### src/rtl/gsq_pkg.sv
// Shared types and constants for the biped gait sequencer.
package gsq_pkg;

  localparam int ANGLE_W = 15;
  localparam int LIMIT_W = 16;
  localparam int HIP_W   = 16;
  localparam int CNT_W   = 16;
  localparam int IN_W    = 24;
  localparam int OUT_W   = 16;
  localparam int DATA_W  = 32;
  localparam int ADDR_W  = 3;

  localparam logic [ANGLE_W-1:0] ANGLE_RESET = 15'd328;
  localparam logic [LIMIT_W-1:0] LIMIT_RESET = 16'd200;

  // register index, taken from paddr[2]
  localparam logic REG_TRANS_ANGLE  = 1'b0;
  localparam logic REG_FLIGHT_LIMIT = 1'b1;

  typedef enum logic [2:0] {
    PH_SETUP     = 3'd0,
    PH_OUT_SWING = 3'd1,
    PH_OUT_PUSH  = 3'd2,
    PH_INN_SWING = 3'd3,
    PH_INN_PUSH  = 3'd4,
    PH_FLIGHT    = 3'd5
  } phase_t;

  typedef enum logic [1:0] {
    ANK_HOLD = 2'd0,
    ANK_PUSH = 2'd1,
    ANK_FLIP = 2'd2
  } ankle_t;

  typedef enum logic [2:0] {
    HIP_ZERO          = 3'd0,
    HIP_SCISSOR_OUTER = 3'd1,
    HIP_PLUS_HOLD     = 3'd2,
    HIP_SCISSOR_INNER = 3'd3,
    HIP_MINUS_HOLD    = 3'd4
  } hip_mode_t;

  typedef struct packed {
    logic [ANGLE_W-1:0] transition_angle;
    logic [LIMIT_W-1:0] flight_limit;
  } cfg_t;

  typedef struct packed {
    logic                    inner_foot_down;
    logic                    outer_foot_down;
    logic signed [HIP_W-1:0] hip_angle;
  } item_t;

  typedef struct packed {
    phase_t    gait_phase;
    ankle_t    outer_ankle_mode;
    ankle_t    inner_ankle_mode;
    hip_mode_t hip_mode;
    logic      motors_enabled;
    logic      gyro_fix;
  } result_t;

endpackage

### src/rtl/biped_gait_sequencer_unit.sv
// Top level of the biped gait sequencer: input register, tick logic, result register.
// A request waits in the input register, then moves into the result register.
// Throughput: one request per cycle while the result is taken; the phase and
// airborne counter update in the cycle the request moves into the result register.
// An empty input stage accepts while a finished result still waits downstream.
// Reset (rst, synchronous, active high): both stages empty, phase setup,
// counter zero, transition_angle 328, flight_limit 200.
module biped_gait_sequencer_unit (
  input  logic                         clk,
  input  logic                         rst,
  input  logic                         s_tvalid,
  output logic                         s_tready,
  // [0] inner_foot_down, [1] outer_foot_down, [17:2] hip_angle, [23:18] zero
  input  logic [gsq_pkg::IN_W-1:0]     s_tdata,
  output logic                         m_tvalid,
  input  logic                         m_tready,
  // [2:0] gait_phase, [4:3] outer_ankle_mode, [6:5] inner_ankle_mode,
  // [9:7] hip_mode, [10] motors_enabled, [11] gyro_fix, [15:12] zero
  output logic [gsq_pkg::OUT_W-1:0]    m_tdata,
  input  logic                         psel,
  input  logic                         penable,
  input  logic                         pwrite,
  input  logic [gsq_pkg::ADDR_W-1:0]   paddr,
  input  logic [gsq_pkg::DATA_W-1:0]   pwdata,
  output logic [gsq_pkg::DATA_W-1:0]   prdata,
  output logic                         pready
);
  import gsq_pkg::*;

  cfg_t              cfg;
  item_t             item_q;
  logic              in_valid;
  result_t           res_d;
  result_t           res_q;
  logic              out_valid;
  phase_t            phase;
  phase_t            phase_next;
  logic [CNT_W-1:0]  count;
  logic [CNT_W-1:0]  count_next;
  logic              advance;
  logic              s_acc;

  gsq_regs u_regs (
    .clk     (clk),
    .rst     (rst),
    .psel    (psel),
    .penable (penable),
    .pwrite  (pwrite),
    .paddr   (paddr),
    .pwdata  (pwdata),
    .prdata  (prdata),
    .pready  (pready),
    .cfg     (cfg)
  );

  gsq_step u_step (
    .cfg        (cfg),
    .item       (item_q),
    .phase      (phase),
    .count      (count),
    .phase_next (phase_next),
    .count_next (count_next),
    .res        (res_d)
  );

  assign advance  = in_valid && (!out_valid || m_tready);
  assign s_tready = !in_valid || advance;
  assign s_acc    = s_tvalid && s_tready;

  always_ff @(posedge clk) begin
    if (rst) begin
      in_valid  <= 1'b0;
      out_valid <= 1'b0;
      phase     <= PH_SETUP;
      count     <= '0;
    end else begin
      if (s_acc) in_valid <= 1'b1;
      else if (advance) in_valid <= 1'b0;

      if (advance) begin
        out_valid <= 1'b1;
        phase     <= phase_next;
        count     <= count_next;
      end else if (m_tready) begin
        out_valid <= 1'b0;
      end
    end
  end

  always_ff @(posedge clk) begin
    if (s_acc) begin
      item_q.inner_foot_down <= s_tdata[0];
      item_q.outer_foot_down <= s_tdata[1];
      item_q.hip_angle       <= $signed(s_tdata[HIP_W+1:2]);
    end
    if (advance) res_q <= res_d;
  end

  assign m_tvalid = out_valid;
  assign m_tdata  = {4'b0000, res_q.gyro_fix, res_q.motors_enabled, res_q.hip_mode,
                     res_q.inner_ankle_mode, res_q.outer_ankle_mode, res_q.gait_phase};

endmodule

### src/rtl/gsq_regs.sv
// Configuration register file on the APB-style port.
module gsq_regs (
  input  logic                         clk,
  input  logic                         rst,
  input  logic                         psel,
  input  logic                         penable,
  input  logic                         pwrite,
  input  logic [gsq_pkg::ADDR_W-1:0]   paddr,
  input  logic [gsq_pkg::DATA_W-1:0]   pwdata,
  output logic [gsq_pkg::DATA_W-1:0]   prdata,
  output logic                         pready,
  output gsq_pkg::cfg_t                cfg
);
  import gsq_pkg::*;

  logic wr_en;

  assign pready = 1'b1;
  assign wr_en  = psel && penable && pwrite;

  always_ff @(posedge clk) begin
    if (rst) begin
      cfg.transition_angle <= ANGLE_RESET;
      cfg.flight_limit     <= LIMIT_RESET;
    end else if (wr_en) begin
      case (paddr[2])
        REG_TRANS_ANGLE:  cfg.transition_angle <= pwdata[ANGLE_W-1:0];
        REG_FLIGHT_LIMIT: cfg.flight_limit     <= pwdata[LIMIT_W-1:0];
        default: ;
      endcase
    end
  end

  always_comb begin
    case (paddr[2])
      REG_TRANS_ANGLE:  prdata = {{(DATA_W-ANGLE_W){1'b0}}, cfg.transition_angle};
      REG_FLIGHT_LIMIT: prdata = {{(DATA_W-LIMIT_W){1'b0}}, cfg.flight_limit};
      default:          prdata = '0;
    endcase
  end

endmodule

### src/rtl/gsq_step.sv
// One control tick: airborne counter, phase transition and output modes.
module gsq_step (
  input  gsq_pkg::cfg_t                    cfg,
  input  gsq_pkg::item_t                   item,
  input  gsq_pkg::phase_t                  phase,
  input  logic [gsq_pkg::CNT_W-1:0]        count,
  output gsq_pkg::phase_t                  phase_next,
  output logic [gsq_pkg::CNT_W-1:0]        count_next,
  output gsq_pkg::result_t                 res
);
  import gsq_pkg::*;

  phase_t            ph;
  logic              gyro;
  logic signed [HIP_W:0] hip_x;
  logic signed [HIP_W:0] neg_trans;
  logic signed [HIP_W:0] pos_trans;

  assign hip_x     = {item.hip_angle[HIP_W-1], item.hip_angle};
  assign pos_trans = $signed({{(HIP_W+1-ANGLE_W){1'b0}}, cfg.transition_angle});
  assign neg_trans = -pos_trans;

  always_comb begin
    // unused codes count as flight
    case (phase)
      PH_SETUP, PH_OUT_SWING, PH_OUT_PUSH, PH_INN_SWING, PH_INN_PUSH: ph = phase;
      default: ph = PH_FLIGHT;
    endcase

    count_next = count;
    if (ph != PH_SETUP) begin
      if (!item.inner_foot_down && !item.outer_foot_down) begin
        if (count != {CNT_W{1'b1}}) count_next = count + 1'b1;
      end else begin
        count_next = '0;
      end
      if (count_next >= cfg.flight_limit) ph = PH_FLIGHT;
    end

    gyro       = 1'b0;
    phase_next = ph;
    case (ph)
      PH_SETUP: begin
        if (item.outer_foot_down) phase_next = PH_OUT_SWING;
      end
      PH_OUT_SWING: begin
        if (hip_x < neg_trans) phase_next = PH_OUT_PUSH;
      end
      PH_OUT_PUSH: begin
        if (item.inner_foot_down) begin
          gyro       = 1'b1;
          phase_next = PH_INN_SWING;
        end
      end
      PH_INN_SWING: begin
        if (hip_x > pos_trans) phase_next = PH_INN_PUSH;
      end
      PH_INN_PUSH: begin
        if (item.outer_foot_down) begin
          gyro       = 1'b1;
          phase_next = PH_OUT_SWING;
        end
      end
      default: phase_next = PH_FLIGHT;
    endcase

    res.gait_phase     = phase_next;
    res.motors_enabled = 1'b1;
    res.gyro_fix       = gyro;
    case (phase_next)
      PH_SETUP: begin
        res.outer_ankle_mode = ANK_HOLD;
        res.inner_ankle_mode = ANK_FLIP;
        res.hip_mode         = HIP_ZERO;
      end
      PH_OUT_SWING: begin
        res.outer_ankle_mode = ANK_HOLD;
        res.inner_ankle_mode = ANK_FLIP;
        res.hip_mode         = HIP_SCISSOR_OUTER;
      end
      PH_OUT_PUSH: begin
        res.outer_ankle_mode = ANK_PUSH;
        res.inner_ankle_mode = ANK_HOLD;
        res.hip_mode         = HIP_PLUS_HOLD;
      end
      PH_INN_SWING: begin
        res.outer_ankle_mode = ANK_FLIP;
        res.inner_ankle_mode = ANK_HOLD;
        res.hip_mode         = HIP_SCISSOR_INNER;
      end
      PH_INN_PUSH: begin
        res.outer_ankle_mode = ANK_HOLD;
        res.inner_ankle_mode = ANK_PUSH;
        res.hip_mode         = HIP_MINUS_HOLD;
      end
      default: begin
        res.outer_ankle_mode = ANK_HOLD;
        res.inner_ankle_mode = ANK_HOLD;
        res.hip_mode         = HIP_ZERO;
        res.motors_enabled   = 1'b0;
        res.gyro_fix         = 1'b0;
      end
    endcase
  end

endmodule

### config.mk
export PLATFORM = sky130hd
export DESIGN_NAME = biped_gait_sequencer_unit
export DESIGN_NICKNAME = d
export VERILOG_FILES = /design/src/rtl/gsq_pkg.sv /design/src/rtl/biped_gait_sequencer_unit.sv /design/src/rtl/gsq_regs.sv /design/src/rtl/gsq_step.sv
export SDC_FILE = /design/constraint.sdc
export NUM_CORES = 1
export LEC_CHECK = 0
export ABC_CLOCK_PERIOD_IN_PS = 4100
export BUFFER_PORTS_ARGS = -buffer_cell sky130_fd_sc_hd__clkbuf_2
export CORE_ASPECT_RATIO = 1.75
export CORE_UTILIZATION = 50
export DETAILED_ROUTE_END_ITERATION = 10
export PLACE_DENSITY = 0.76
export SETUP_SLACK_MARGIN = 0.2
export SLEW_MARGIN = 25
export SYNTH_ARGS = -nofsm -noshare
export SYNTH_HDL_FRONTEND = slang
export SYNTH_HIERARCHICAL = 1
export SYNTH_SLANG_ARGS = --single-unit
### constraint.sdc
create_clock -name clk -period 4.1 [get_ports clk]
set_clock_uncertainty 0.15 [all_clocks]
set_input_delay 1.23 -clock clk [delete_from_list [all_inputs] [get_ports clk]]
set_output_delay 1.23 -clock clk [all_outputs]
set_load 0.03 [all_outputs]
==> metrics.txt <==
result of the run finished with violations; violated checks DRC; antenna violations before repair 0; Crit. Startpoint count[6]$_SDFFE_PP0P_; most frequent cells in the layout nand2b_1, clkbuf_2, mux2i_1; number of DRC markers in iteration 0 323; Num CTS Buffers 9; simple logic cell fraction of the synthesized area 22.2%; RSZ-0062 raised after global routing yes; CTS tree built; cell area after layout 6910 sq um; H-tree depth 3; Worst slew margin between 40 and 50%; CP startpoint kind register; Residual DRC 8; post-synthesis cell type count 64; Final Max Tran Viols 0; Critical Path RT between 4 and 5 ns; vias in the first global route around 5,000; ratio of cells with drive above 1 in the final layout a little over a quarter; Max Clk Rate around 0.24 GHz; actual slew at the worst max-slew pin slightly below 0.8 ns; largest family of logic cells by synthesized area simple AND/OR/NAND/NOR gates; Crit. End Element register; total number of vias around 4,900; post-synthesis xor/xnor area fraction under 10%; Die H between 100 and 150 um; final-report hold violation count 0; total global-route track usage roughly a quarter; most common cell after layout, fill and taps aside nand2b_1; critical path class register to register; Chip Width between 80 and 90 um; first-pass GRT wire length 23,200 um; fin crit share 99.7%; Post-synth EDFFs 30; Row Count 52; Synth Area per Inst 9.26 sq um; Initial Utilization between 50% and 60%; FILL cells between 900 and 1,000; Compound-Gate Fraction of Synth Area ~10%; Async S/R FF share, synth 0%; Adder-Cell Fraction of Synth Area approximately a tenth; routed wire length 14,300 um; Ys Warns 6; Core Box Area 11,500 sq um; multiplexer area fraction after synthesis between 10% and 20%; Leak around 2.9 nW; Worst Path Max Fanout 6; Layout area overhead 16.9%; IO Count 117; PD cells between 200 and 300 nW/um^2; max-cap viol count 0; sequential fraction of the synthesis area around 33%; GP Congestion around 0.90; minimum clock period ~4 ns; Clock transition at path regs around 0.060 ns; Vias/cell around 5.7; fin nets 846; Gate Count Post-Synth 638; CTS Buffer Depth 2; CTS sink cnt 82; Detail Route Antenna Nets 0; total gr overflow 0; Setup TNS 0 ns; Post-Synthesis Cell Area 5910 sq um; Hold Path Class register to register; maximum vdd ir drop between 200 and 250 uV; DP Area approximately 6400 sq um; setup violators final 0; hold_sp u_regs/cfg[14]$_SDFFE_PP0P_; FF+latch count, synth 82; top_reg_cell synth dfxtp_1; arrival time at the worst endpoint 4.04 ns; drt pass-1 iters 9; clk_lat worst skew 0.34 ns; Reg-to-Reg Start count[6]$_SDFFE_PP0P_; clock root cell clkbuf_16; DR WL/cell between 15 and 20 um; number of antenna repair diodes 0; pin count of the biggest net entering global routing 43; post-DP HPWL 10,700 um; IO Port Bufs just over 70; Die ar. around 12,000 sq um
[sequential cells by signal, summed over array words and instances (netlist names)]
name        count
m_tdata        12
count          16
m_tvalid        1
u_regs/cfg     31
phase           3
in_valid        1
item_q         18
[layout make-up]
cell class / instances / area [sq um] / share of cell area (%)
tap: 135 / 169 / 2.45
clock buffer: 9 / 225 / 3.26
sequential: 82 / 1960 / 28.3
multi-input combinational: 487 / 3650 / 52.9
clock inverter: 7 / 53.8 / 0.779
inverter: 37 / 139 / 2.01
timing repair buffer: 114 / 709 / 10.3
[final timing paths]
path              cells after the start  slack [ns]                           to
setup / recovery                     15        0.01         m_tdata[4]$_DFFE_PP_
hold / removal                        2        0.35  u_regs/cfg[14]$_SDFFE_PP0P_
setup reg to reg                     15        0.01         m_tdata[4]$_DFFE_PP_
hold reg to reg                       2        0.35  u_regs/cfg[14]$_SDFFE_PP0P_
[critical path, stage by stage (launching register included)]
cell and delay, ns:
dfxtp_4 0.34, and4_4 0.24, nand2_2 0.06, or3_4 0.41
or2_4 0.28, and4b_2 0.25, xnor2_2 0.18, nor2_1 0.07
ha_1 0.27, nand2_1 0.06, or4_4 0.52, o211a_4 0.27
a22oi_2 0.16, nor2_1 0.07, a221o_1 0.34, and2_1 0.16
[per-layer routing]
metal	GRT usage (%)	routed length (um)	vias up
met5	0	0	-
met4	18.4	908	0
met3	3.52	561	64
met2	45.1	7670	175
met1	22.8	5180	2311
li1	-	-	2379
[stage by stage]
stage / instances / hold slack, ns / power, mW / util (%) / worst slack [ns]
global placement: 845 / 0.323 / 1.15 / 55.9 / 0.0306
CTS: 866 / 0.349 / 1.92 / 59.0 / 0.0337
detailed placement: 845 / 0.329 / 1.16 / 55.9 / -0.0361
global route: 871 / 0.374 / 1.99 / 60.0 / -0.0951
floorplan: 656 / 0.297 / 1.11 / - / 0.202
finish: 871 / 0.350 / 1.92 / 60.0 / 0.0104
[cell families (layout without fill, tap and decap cells)]
group,Yosys count,after routing
simple gates,235,235
other cells,3,21
compound gates,90,90
flops,82,82
fa+ha+maj,49,49
mux,70,70
buf+inv,87,167
xor+xnor,22,22
[power by group]
part / switching (mW) / leakage [nW] / internal, mW
registers: 0.0205 / 0.711 / 0.868
clock network: 0.345 / 0.124 / 0.414
logic: 0.165 / 2.06 / 0.106
total: 0.531 / 2.89 / 1.39
[cells in the mapped netlist, types with 2 or more instances]
master / n / share of area, %
o21ai_0: 22 / 1.9
conb_1: 3 / 0.19
nor4_1: 4 / 0.42
buf_2: 3 / 0.25
nor2b_4: 2 / 0.47
a211oi_1: 2 / 0.25
nand2b_1: 79 / 8.4
a2bb2oi_1: 2 / 0.30
mux2i_1: 52 / 8.8
and4_1: 3 / 0.44
nand2_1: 34 / 2.2
a21oi_1: 30 / 2.5
o21a_1: 4 / 0.51
nor3_1: 13 / 1.1
xor2_1: 4 / 0.59
or3_1: 4 / 0.42
o31ai_1: 6 / 0.76
nand4_1: 6 / 0.64
dfxtp_1: 52 / 18
and2_1: 4 / 0.42
buf_4: 25 / 3.2
edfxtp_1: 30 / 15
clkbuf_1: 14 / 0.89
and3_1: 6 / 0.64
xnor2_1: 18 / 2.7
and4b_1: 3 / 0.51
buf_12: 3 / 1.0
nor2_1: 48 / 3.0
mux2_2: 18 / 3.4
ha_1: 49 / 10
buf_6: 3 / 0.57
inv_1: 37 / 2.3
or2_2: 3 / 0.32
nand3_1: 14 / 1.2
a21o_1: 6 / 0.76
nor2b_1: 4 / 0.42
[repair_timing]
| action | 4_1_cts | 5_1_grt |
|---|---|---|
| pin swaps | 10 | 5 |
| gates resized for setup | 9 | 11 |
| setup buffers | 5 | 4 |
| setup endpoints to repair | 7 | 12 |
| hold buffers | 0 | 0 |
(Power assumes the default switching activity.)
